==> config.mk <==
export PLATFORM = sky130hd
export DESIGN_NAME = fair_share_bucket_picker
export DESIGN_NICKNAME = d
export VERILOG_FILES = /design/src/fsbp_pkg.sv /design/src/fair_share_bucket_picker.sv
export SDC_FILE = /design/constraint.sdc
export NUM_CORES = 1
export LEC_CHECK = 0
export ABC_AREA = 1
export BUFFER_PORTS_ARGS = -buffer_cell sky130_fd_sc_hd__clkbuf_2
export CORE_UTILIZATION = 60
export CTS_BUF_LIST = sky130_fd_sc_hd__clkbuf_4 sky130_fd_sc_hd__clkbuf_8 sky130_fd_sc_hd__clkbuf_16
export CTS_CLUSTER_SIZE = 25
export DETAILED_ROUTE_END_ITERATION = 12
export PLACE_DENSITY = 0.77
export SYNTH_ARGS = -nofsm -noshare
export SYNTH_HDL_FRONTEND = slang
export SYNTH_SLANG_ARGS = --single-unit
==> constraint.sdc <==
create_clock -name clk -period 11.9 [get_ports clk]
set_input_delay 0.595 -clock clk [delete_from_list [all_inputs] [get_ports clk]]
set_output_delay 0.595 -clock clk [all_outputs]
set_load 0.01 [all_outputs]
==> src/fsbp_pkg.sv <==
package fsbp_pkg;

    // Default sizing, handed to the top level parameters
    localparam int DEF_NUM_BUCKETS  = 8;
    localparam int DEF_EXCESS_WIDTH = 48;

    // Fixed field widths
    localparam int MASK_W   = 8;
    localparam int TICKS_W  = 32;
    localparam int INDEX_W  = 3;
    localparam int STATUS_W = 2;

    // Stream word layouts
    localparam int S_TDATA_W = MASK_W + TICKS_W;
    localparam int M_TDATA_W = 8;
    localparam int M_USED_W  = 1 + INDEX_W + STATUS_W;

    // Command carried in the slave tuser
    localparam logic CMD_BEGIN = 1'b0;
    localparam logic CMD_END   = 1'b1;

    typedef enum logic [STATUS_W-1:0] {
        STATUS_OK   = 2'd0,
        STATUS_NONE = 2'd1,
        STATUS_BUSY = 2'd2
    } status_t;

    typedef enum logic [2:0] {
        S_IDLE,
        S_SCAN,
        S_SUB,
        S_ADD,
        S_DONE
    } state_t;

endpackage

==> src/fair_share_bucket_picker.sv <==
// Channel   Dir  Handshake                      Payload
// s_axis    in   s_axis_tvalid / s_axis_tready  tuser: cmd; tdata: mask, elapsed ticks
// m_axis    out  m_axis_tvalid / m_axis_tready  tdata: granted, bucket index, status
//
// One word is taken at a time; s_axis_tready is high only while the sequencer is idle.
// A granted begin scans the first min(NUM_BUCKETS, 8) counters with one shared adder to
// find the least excess, then walks all NUM_BUCKETS counters to subtract it. A begin with
// no ready bucket ends after the scan; a begin while busy or an end while idle goes straight
// to the result. A stalled m_axis only holds the final step, since the result sits in an
// output register; rst_n clears all counters, busy and the current bucket.
module fair_share_bucket_picker #(
    parameter int NUM_BUCKETS  = fsbp_pkg::DEF_NUM_BUCKETS,
    parameter int EXCESS_WIDTH = fsbp_pkg::DEF_EXCESS_WIDTH
) (
    input  logic                           clk,
    input  logic                           rst_n,
    input  logic                           s_axis_tvalid,
    output logic                           s_axis_tready,
    // [7:0] nonempty_mask, [39:8] elapsed_ticks
    input  logic [fsbp_pkg::S_TDATA_W-1:0] s_axis_tdata,
    // [0] cmd
    input  logic                           s_axis_tuser,
    output logic                           m_axis_tvalid,
    input  logic                           m_axis_tready,
    // [0] granted, [3:1] bucket_index, [5:4] status, [7:6] zero
    output logic [fsbp_pkg::M_TDATA_W-1:0] m_axis_tdata
);

    localparam int IDX_W     = $clog2(NUM_BUCKETS);
    localparam int SCAN_N    = (NUM_BUCKETS < fsbp_pkg::MASK_W) ? NUM_BUCKETS
                                                                : fsbp_pkg::MASK_W;
    localparam int OP_W      = (EXCESS_WIDTH > fsbp_pkg::TICKS_W) ? EXCESS_WIDTH
                                                                  : fsbp_pkg::TICKS_W;
    localparam int SUM_W     = OP_W + 1;
    localparam logic [IDX_W-1:0] SCAN_LAST = IDX_W'(SCAN_N - 1);
    localparam logic [IDX_W-1:0] SUB_LAST  = IDX_W'(NUM_BUCKETS - 1);
    localparam logic [SUM_W-1:0] EXCESS_MAX_EXT = SUM_W'({EXCESS_WIDTH{1'b1}});

    fsbp_pkg::state_t state_reg, state_next;

    logic [EXCESS_WIDTH-1:0]        excess_reg [NUM_BUCKETS];
    logic [EXCESS_WIDTH-1:0]        excess_next;
    logic                           excess_we;

    logic [IDX_W-1:0]               idx_reg, idx_next;
    logic [fsbp_pkg::MASK_W-1:0]    mask_reg, mask_next;
    logic [fsbp_pkg::TICKS_W-1:0]   ticks_reg, ticks_next;
    logic [EXCESS_WIDTH-1:0]        best_reg, best_next;
    logic [IDX_W-1:0]               pick_reg, pick_next;
    logic                           found_reg, found_next;
    logic                           busy_reg, busy_next;
    logic [fsbp_pkg::INDEX_W-1:0]   cur_reg, cur_next;

    logic                           res_granted_reg, res_granted_next;
    logic [fsbp_pkg::INDEX_W-1:0]   res_index_reg, res_index_next;
    fsbp_pkg::status_t              res_status_reg, res_status_next;

    logic                           out_valid_reg, out_valid_next;
    logic                           out_granted_reg, out_granted_next;
    logic [fsbp_pkg::INDEX_W-1:0]   out_index_reg, out_index_next;
    fsbp_pkg::status_t              out_status_reg, out_status_next;

    logic                           s_accept;
    logic [IDX_W-1:0]               cur_idx;
    logic [IDX_W-1:0]               rd_idx;
    logic                           is_add;
    logic [OP_W-1:0]                op_a;
    logic [OP_W-1:0]                op_b;
    logic [SUM_W-1:0]               sum;
    logic                           a_below_b;
    logic                           mask_bit;

    assign s_axis_tready = (state_reg == fsbp_pkg::S_IDLE);
    assign s_accept      = s_axis_tvalid && s_axis_tready;
    assign m_axis_tvalid = out_valid_reg;
    assign m_axis_tdata  = {(fsbp_pkg::M_TDATA_W - fsbp_pkg::M_USED_W)'(0),
                            out_status_reg, out_index_reg, out_granted_reg};

    // Shared adder: subtract during scan and floor pass, add on end
    assign cur_idx   = IDX_W'(cur_reg);
    assign is_add    = (state_reg == fsbp_pkg::S_ADD);
    assign rd_idx    = is_add ? cur_idx : idx_reg;
    assign op_a      = OP_W'(excess_reg[rd_idx]);
    assign op_b      = is_add ? OP_W'(ticks_reg) : ~OP_W'(best_reg);
    assign sum       = {1'b0, op_a} + {1'b0, op_b} + SUM_W'(!is_add);
    assign a_below_b = !sum[OP_W];
    assign mask_bit  = mask_reg[3'(idx_reg)];

    // Sequencer: next state, datapath updates and result
    always_comb
    begin
        state_next       = state_reg;
        idx_next         = idx_reg;
        mask_next        = mask_reg;
        ticks_next       = ticks_reg;
        best_next        = best_reg;
        pick_next        = pick_reg;
        found_next       = found_reg;
        busy_next        = busy_reg;
        cur_next         = cur_reg;
        res_granted_next = res_granted_reg;
        res_index_next   = res_index_reg;
        res_status_next  = res_status_reg;
        out_valid_next   = out_valid_reg;
        out_granted_next = out_granted_reg;
        out_index_next   = out_index_reg;
        out_status_next  = out_status_reg;
        excess_we        = 1'b0;
        excess_next      = sum[EXCESS_WIDTH-1:0];

        // Drop the output word once taken
        if (out_valid_reg && m_axis_tready)
        begin
            out_valid_next = 1'b0;
        end

        case (state_reg)
            fsbp_pkg::S_IDLE:
            begin
                if (s_accept)
                begin
                    mask_next  = s_axis_tdata[fsbp_pkg::MASK_W-1:0];
                    ticks_next = s_axis_tdata[fsbp_pkg::S_TDATA_W-1:fsbp_pkg::MASK_W];
                    idx_next   = '0;
                    found_next = 1'b0;
                    if (s_axis_tuser == fsbp_pkg::CMD_BEGIN)
                    begin
                        if (busy_reg)
                        begin
                            res_granted_next = 1'b0;
                            res_index_next   = cur_reg;
                            res_status_next  = fsbp_pkg::STATUS_BUSY;
                            state_next       = fsbp_pkg::S_DONE;
                        end
                        else
                        begin
                            state_next = fsbp_pkg::S_SCAN;
                        end
                    end
                    else if (busy_reg)
                    begin
                        state_next = fsbp_pkg::S_ADD;
                    end
                    else
                    begin
                        res_granted_next = 1'b0;
                        res_index_next   = '0;
                        res_status_next  = fsbp_pkg::STATUS_NONE;
                        state_next       = fsbp_pkg::S_DONE;
                    end
                end
            end

            fsbp_pkg::S_SCAN:
            begin
                // Keep the lowest-index bucket with the least excess
                if (mask_bit && (!found_reg || a_below_b))
                begin
                    best_next  = excess_reg[idx_reg];
                    pick_next  = idx_reg;
                    found_next = 1'b1;
                end
                if (idx_reg == SCAN_LAST)
                begin
                    idx_next = '0;
                    if (found_next)
                    begin
                        state_next = fsbp_pkg::S_SUB;
                    end
                    else
                    begin
                        res_granted_next = 1'b0;
                        res_index_next   = '0;
                        res_status_next  = fsbp_pkg::STATUS_NONE;
                        state_next       = fsbp_pkg::S_DONE;
                    end
                end
                else
                begin
                    idx_next = idx_reg + IDX_W'(1);
                end
            end

            fsbp_pkg::S_SUB:
            begin
                // Subtract the least excess, floor at zero
                excess_we   = 1'b1;
                excess_next = a_below_b ? '0 : sum[EXCESS_WIDTH-1:0];
                if (idx_reg == SUB_LAST)
                begin
                    busy_next        = 1'b1;
                    cur_next         = fsbp_pkg::INDEX_W'(pick_reg);
                    res_granted_next = 1'b1;
                    res_index_next   = fsbp_pkg::INDEX_W'(pick_reg);
                    res_status_next  = fsbp_pkg::STATUS_OK;
                    state_next       = fsbp_pkg::S_DONE;
                end
                else
                begin
                    idx_next = idx_reg + IDX_W'(1);
                end
            end

            fsbp_pkg::S_ADD:
            begin
                // Charge the run time, saturating
                excess_we        = 1'b1;
                excess_next      = (sum > EXCESS_MAX_EXT) ? {EXCESS_WIDTH{1'b1}}
                                                          : sum[EXCESS_WIDTH-1:0];
                busy_next        = 1'b0;
                res_granted_next = 1'b1;
                res_index_next   = cur_reg;
                res_status_next  = fsbp_pkg::STATUS_OK;
                state_next       = fsbp_pkg::S_DONE;
            end

            fsbp_pkg::S_DONE:
            begin
                // Hand the result over when the output register is free
                if (!out_valid_reg || m_axis_tready)
                begin
                    out_valid_next   = 1'b1;
                    out_granted_next = res_granted_reg;
                    out_index_next   = res_index_reg;
                    out_status_next  = res_status_reg;
                    state_next       = fsbp_pkg::S_IDLE;
                end
            end

            default:
            begin
                state_next = fsbp_pkg::S_IDLE;
            end
        endcase
    end

    // Control registers
    always_ff @(posedge clk or negedge rst_n)
    begin
        if (!rst_n)
        begin
            state_reg     <= fsbp_pkg::S_IDLE;
            busy_reg      <= 1'b0;
            cur_reg       <= '0;
            out_valid_reg <= 1'b0;
            found_reg     <= 1'b0;
            idx_reg       <= '0;
        end
        else
        begin
            state_reg     <= state_next;
            busy_reg      <= busy_next;
            cur_reg       <= cur_next;
            out_valid_reg <= out_valid_next;
            found_reg     <= found_next;
            idx_reg       <= idx_next;
        end
    end

    // Excess counters
    always_ff @(posedge clk or negedge rst_n)
    begin
        if (!rst_n)
        begin
            for (int i = 0; i < NUM_BUCKETS; i++)
            begin
                excess_reg[i] <= '0;
            end
        end
        else if (excess_we)
        begin
            excess_reg[rd_idx] <= excess_next;
        end
    end

    // Payload registers
    always_ff @(posedge clk)
    begin
        mask_reg        <= mask_next;
        ticks_reg       <= ticks_next;
        best_reg        <= best_next;
        pick_reg        <= pick_next;
        res_granted_reg <= res_granted_next;
        res_index_reg   <= res_index_next;
        res_status_reg  <= res_status_next;
        out_granted_reg <= out_granted_next;
        out_index_reg   <= out_index_next;
        out_status_reg  <= out_status_next;
    end

    // A granted word always carries an ok status
    a_grant_ok: assert property (@(posedge clk) disable iff (!rst_n)
        (out_valid_reg && out_granted_reg) |-> (out_status_reg == fsbp_pkg::STATUS_OK))
        else $error("granted word without ok status");

    // Busy is only set at the end of the floor pass
    a_busy_rise: assert property (@(posedge clk) disable iff (!rst_n)
        $rose(busy_reg) |-> $past(state_reg == fsbp_pkg::S_SUB))
        else $error("busy set outside the floor pass");

    // An accepted word leaves the idle state
    a_accept_busy: assert property (@(posedge clk) disable iff (!rst_n)
        s_accept |=> (state_reg != fsbp_pkg::S_IDLE))
        else $error("sequencer stayed idle after accept");

    // The walking index stays inside the counter array
    a_idx_range: assert property (@(posedge clk) disable iff (!rst_n)
        ((state_reg == fsbp_pkg::S_SCAN) || (state_reg == fsbp_pkg::S_SUB))
            |-> (idx_reg <= SUB_LAST))
        else $error("bucket index out of range");

endmodule

---- After elaboration in Yosys (flattened, before gate mapping) ----
Index checks and enable logic that the tools add are counted.
Widths: inputs -> output; s select.
cells by class
  add/subtract/negate cells ............... 3
  $lt $le $gt $ge ......................... 5
  equality and inequality tests ........... 13
  multiplexer cells ....................... 62
  bitwise gates (word level) .............. 3
  reductions and logical operators ........ 25
operator list
  kind                  count
  $bwmux 384            1
  $mux 48               8
  $bmux 48 s3           2
  $demux 48 s3          1
  $pmux 48 s2           1
  $mux 3                19
  $add 48x48->49        1
  $add 49x1->49         1
  $gt 49x48->1 const B  1
  $not 48->48           1
  $mux 1                15
  $pmux 3 s5            1
  $mux 2                7
  $pmux 3 s4            1
  $reduce_and 2->1      6
  $ne 2x2->1 const B    5
  $pmux 3 s3            1
  $ge 4x4->1 const B    2
  $not 3->4             2
  $pmux 2 s4            1
  $reduce_and 7->1      1
  $eq 3x2->1 const B    2
  $eq 3x3->1 const B    2
  $logic_and 1x1->1     4
  other kinds (19)      25
word-level totals
  register bits after elaboration ......... 499
  output and inout bits ................... 10

---- Longest topological paths before layout ----
  depth after elaboration ................. 16
  depth in mapped cells ................... 31

---- Least setup slack after synthesis ----
No wires, ideal clock.
  path type ............................... register to register
  start point ............................. register state_reg[2]
  end point ............................... register best_reg[0] (enable)
  library setup time ...................... 0.477 ns
  data arrival time ....................... 5.536 ns
  data required time ...................... 11.423 ns
  setup slack ............................. 5.888 ns
  cell stages (with the launch flop) ...... 25
  path buffers ............................ 3
  path through ............................ dfrtp_1 inv_2 nand2_2 nor2_4 buf_6 nand2_1 o21ai_4 buf_2 buf_2 nand2_1 o211ai_1 nand4_1 fa_1 inv_1 fa_1 inv_1 nand2_1 nand2_1 nand3_1 nand2_1 nand2_1 nand2_1 nand2_1 nand3_2 a21oi_1
on the way
  cells in the longest elaborated chain, start to end .. 12
  elaborated cells on any way between the ends .. 15
ends and longest elaborated chain
  item                                        RTL line                         text
  start, declared                             fair_share_bucket_picker.sv:39   fsbp_pkg::state_t state_reg, state_next;
  start signal, assigned                      fair_share_bucket_picker.sv:242  state_reg <= fsbp_pkg::S_IDLE;
  start signal, assigned                      fair_share_bucket_picker.sv:251  state_reg <= state_next;
  $eq 3x2->1                                  fair_share_bucket_picker.sv:81   assign is_add = (state_reg == fsbp_pkg::S_ADD);
  $mux 3                                      fair_share_bucket_picker.sv:82   assign rd_idx = is_add ? cur_idx : idx_reg;
  $not 3->4 (implied by the code)             fair_share_bucket_picker.sv:83   assign op_a = OP_W'(excess_reg[rd_idx]);
  $bmux 48 s3                                 fair_share_bucket_picker.sv:83
  $mux 48 (implied by the code) (2 in a row)  fair_share_bucket_picker.sv:83
  $add 48x48->49                              fair_share_bucket_picker.sv:85   assign sum = {1'b0, op_a} + {1'b0, op_b} + SUM_W'(!is_add);
  $add 49x1->49                               fair_share_bucket_picker.sv:85
  $logic_not 1->1                             fair_share_bucket_picker.sv:86   assign a_below_b = !sum[OP_W];
  $logic_or 1x1->1                            fair_share_bucket_picker.sv:157  if (mask_bit && (!found_reg || a_below_b))
  $logic_and 1x1->1                           fair_share_bucket_picker.sv:157
  $reduce_and 2->1 (no line) *                --
  end signal, assigned                        fair_share_bucket_picker.sv:281  best_reg <= best_next;
  end, declared                               fair_share_bucket_picker.sv:48   logic [EXCESS_WIDTH-1:0] best_reg, best_next;
Every way passes the cells marked *; elsewhere a longest branch is shown, timed or not. The select of a mux whose other input is x is not followed.
A chain may end at the register's enable or synchronous reset.

---- Worst setup path after layout ----
  start point ............................. register idx_reg[0]
  end point ............................... register excess_reg[1] in the netlist's numbering
on the way
  cells in the longest elaborated chain, start to end .. 11
  elaborated cells on any way between the ends .. 17
ends and longest elaborated chain
  item                                        RTL line                                                         text
  start, declared                             fair_share_bucket_picker.sv:45                                   logic [IDX_W-1:0] idx_reg, idx_next;
  start signal, assigned                      fair_share_bucket_picker.sv:256                                  idx_reg <= idx_next;
  $mux 3 *                                    fair_share_bucket_picker.sv:82
  $not 3->4 (implied by the code) *           fair_share_bucket_picker.sv:83, fair_share_bucket_picker.sv:272
  $bmux 48 s3                                 fair_share_bucket_picker.sv:83
  $mux 48 (implied by the code) (2 in a row)  fair_share_bucket_picker.sv:83
  $add 48x48->49                              fair_share_bucket_picker.sv:85
  $add 49x1->49                               fair_share_bucket_picker.sv:85
  $gt 49x48->1                                fair_share_bucket_picker.sv:208                                  excess_next = (sum > EXCESS_MAX_EXT) ? {EXCESS_WIDTH{1'b1}}
  $mux 48                                     fair_share_bucket_picker.sv:208
  $pmux 48 s2                                 fair_share_bucket_picker.sv:117                                  case (state_reg)
  $bwmux 384 *                                fair_share_bucket_picker.sv:272                                  excess_reg[rd_idx] <= excess_next;
  end signal, assigned by index               fair_share_bucket_picker.sv:272
  end, declared                               fair_share_bucket_picker.sv:41                                   logic [EXCESS_WIDTH-1:0] excess_reg [NUM_BUCKETS];
Marked as above.

==> key figures <==
Setup path
  • Ordered cell list for the critical path: inv_4 -> o21ai_4 -> buf_4 -> a21oi_1 -> o21ai_0 -> nand4_1 -> fa_1 -> inv_1 -> fa_1 -> inv_1 -> nand2_1 -> nand2_1 -> nand3_1 -> nand2_1 -> nand2_1 -> nand2_1 -> nand2_1 -> nand3_2 -> nand2_4 -> buf_4 -> o21ai_1 -> nand2_1 -> nand2_1
  • Required time worst endpoint: 12.41 ns
  • Category of the worst setup path capture point: flip-flop
  • Crit-path most repeated cell: nand2_1
  • CP max stage cell: dfrtp_4
  • CP max FO: 113
  • Arrival time at the worst endpoint: a little under 8 ns
  • Setup crit start kind: flip-flop
  • CP Class: flip-flop to flip-flop
  • Largest stage delay, worst path: 1.02 ns

Floorplanning
  • Area of the die: 49900 µm²
  • Floorplan core area: around 48000 µm²
  • Placement Rows: 80
  • Initial Util: 0.612
  • Die extent in y: 223 µm
  • Die extent in x: ~220 µm
  • I/O Pins: 55

Clock tree
  • Clock latency of the later-clocked register in the worst-skew pair: 0.64 ns
  • TritonCTS sink count: approximately 500
  • Count of buffers added by post-CTS timing repair for setup: 0
  • CTS Root Buffer Type: clkbuf_16
  • Max clock buf depth: 3
  • Post-CTS Hold Fix Bufs: 0
  • Number of buffers inserted during clock tree synthesis: 55
  • Worst-path clk slew: 0.06 ns
  • CTS tree: built
  • Post-CTS sizing: 0
  • Level count of the clock H-tree: 2

Outcome
  • Run status: finished clean

Logic synthesis
  • Seq cells post-synth: 499
  • Count of mapped cells out of synthesis: between 4000 and 5000
  • Warning count from the yosys run: 0
  • Fraction of the yosys area taken by sequential cells: 0.442
  • Average cell area after synthesis: 7.18 µm²
  • Cell variety after synth: 42
  • Top cell type by total area after synthesis: dfrtp_1
  • Share of the synthesized area in the top cell type: 0.337
  • Top area cells in the synthesized netlist: dfrtp_1 34%, nand2_1 17%, edfxtp_1 11%
  • Total standard cell area after synthesis: slightly below 30000 µm²

Drt
  • Vias per Instance: roughly 6.0
  • Number of vias after detailed routing: 27800
  • Iteration count of the initial detailed-routing pass: 6
  • ANT nets after route: 0
  • Routed WL per cell: 19.6 µm
  • # DRC: 0
  • DRT iter0 DRCs: around 3500
  • Wire length reported by the detailed router: 91100 µm

Layout
  • Number of nets in the layout: 4093
  • Flip-flop count of the largest register after layout: 384
  • Area added between synthesis and finish: 7.40%
  • Most common cell after layout, fill and taps aside: nand2_1
  • ANT cells: 0
  • Share of post-route cells with drive strength above 1: 0.0633
  • Commonest cells after routing, fill and taps aside: 1350 x nand2_1, 469 x o21ai_0, 423 x inv_1, 393 x dfrtp_1, 324 x nor2_1

STA
  • Fmax: about 140 MHz
  • Worst Tran Pin Value: 1.17 ns
  • Final min period: 7.35 ns
  • Final Slew Violations: 0
  • Final number of hold-violating endpoints: 0
  • Number of setup violations in the final report: 0
  • Slew headroom: 0.221
  • Final-layout setup total negative slack: 0 ns
  • Tcrit/Tclk final: 0.618
  • Worst-case clock skew: 0.0369 ns
  • Unrepaired setup endpoints after global routing: no

Global routing
  • Number of global-route vias before repair: 25600
  • Residual overflow from global routing: 0
  • GRT Overall Usage: 0.370
  • Antenna violations before repair: 1
  • Maximum number of pins on one net before global-route repair: 214
  • Wire length of the first global-routing pass: 144000 µm

Flow run
  • Max-cap violations: 0

Place
  • Post-detail-place hpwl: 54300 µm
  • Gpl congestion: 1.02
  • Count of input and output buffers: 52

Worst hold path
  • Classification of the worst-slack hold path: primary input to async pin
-- cell type report --
class                           count  area, µm²
Fill cell                        4243      16500
Multi-Input combinational cell   2908      13700
Sequential cell                   499      13000
Clock buffer                       85       1730
Inverter                          447       1680
Tap cell                          615        769
Timing Repair Buffer               85        543
Clock inverter                     19        161
-- per-layer routing --
layer,routed length [µm],track usage,part of all wire
met3,10100,0.0702,0.11
met1,37700,0.523,0.41
met5,11,0,0.00012
met4,3120,0.133,0.034
met2,40200,0.571,0.44
-- cell usage after synthesis --
library cell and number:
o21ai_4 1, nor2_8 4, a21oi_1 246, or2_2 2
o211ai_1 97, buf_1 21, o31ai_1 1, inv_2 20
xor2_1 24, nor4_1 3, nand3_1 67, buf_2 93
a311oi_1 1, inv_1 426, fa_1 2, inv_4 1
or2_1 1, a31o_2 1, o22ai_1 2, dfrtp_1 396
nand3b_1 4, nor2_2 3, o21ai_1 9, nand4_1 61
a21oi_2 2, nand2_1 1350, o21bai_1 1, nand2_2 24
o21ai_0 469, buf_4 8, nor2_4 6, edfxtp_1 103
a21o_1 1, nor2_1 325, ha_1 50, clkbuf_1 113
buf_6 4, and2_1 5, nand3_2 1, a31oi_1 140
conb_1 1, nor3_1 3
-- metrics by stage --
| step | hold WS, ns | cell area (µm²) | cells | setup slack (ns) | utilization |
|---|---|---|---|---|---|
| final | 0.0460 | 31600 | 4658 | 4.55 | 0.657 |
| after global routing | 0.108 | 31600 | 4658 | 4.01 | 0.657 |
| after CTS | 0.0742 | 31600 | 4658 | 4.69 | 0.657 |
| after detailed placement | 0.407 | 29700 | 4554 | 4.72 | 0.618 |
| after global placement | 0.403 | 29700 | 4554 | 4.93 | 0.618 |
| after floorplan | 0.299 | 29400 | 4093 | 5.89 | - |
-- path summary, 6_finish.rpt --
path / to / cells past startpoint / startpoint / slack [ns]
setup / recovery: excess_reg[1] / 23 / idx_reg[0] / 4.55
hold / removal: excess_reg[200] / 1 / rst_n / 0.05
setup reg to reg: excess_reg[1] / 23 / idx_reg[0] / 4.55
hold reg to reg: out_status_reg[1] / 0 / res_status_reg[1] / 0.42
max in group asynchronous: excess_reg[225] / 3 / rst_n / 9.61
min in group clk: mask_reg[0] / 1 / s_axis_tdata[0] / 0.14
-- kinds of logic (layout without fill, tap and decap cells) --
group / after synthesis / after routing / share of synthesized area
AND/OR/NAND/NOR: 1859 / 1859 / 0.253
AO/OA/AOI/OAI: 971 / 971 / 0.181
buffers and inverters: 686 / 636 / 0.0937
flip-flops: 499 / 499 / 0.442
adder cells (fa/ha/maj): 52 / 52 / 0.0226
XOR/XNOR: 24 / 24 / 0.00715
other: 1 / 2 / 0.000128
-- critical path: cells and delay by family (launching register included) --
kind                       cells  cell delay [ns]
DFF                            1             1.02
buffers and inverters          5             2.36
AOI/OAI and AO/OA              4             1.63
adders and majority gates      2             0.66
and+or+nand+nor               12             1.51
Power is not shown: default switching activity piles up to over one toggle a cycle in this logic, so the estimate is an artifact.
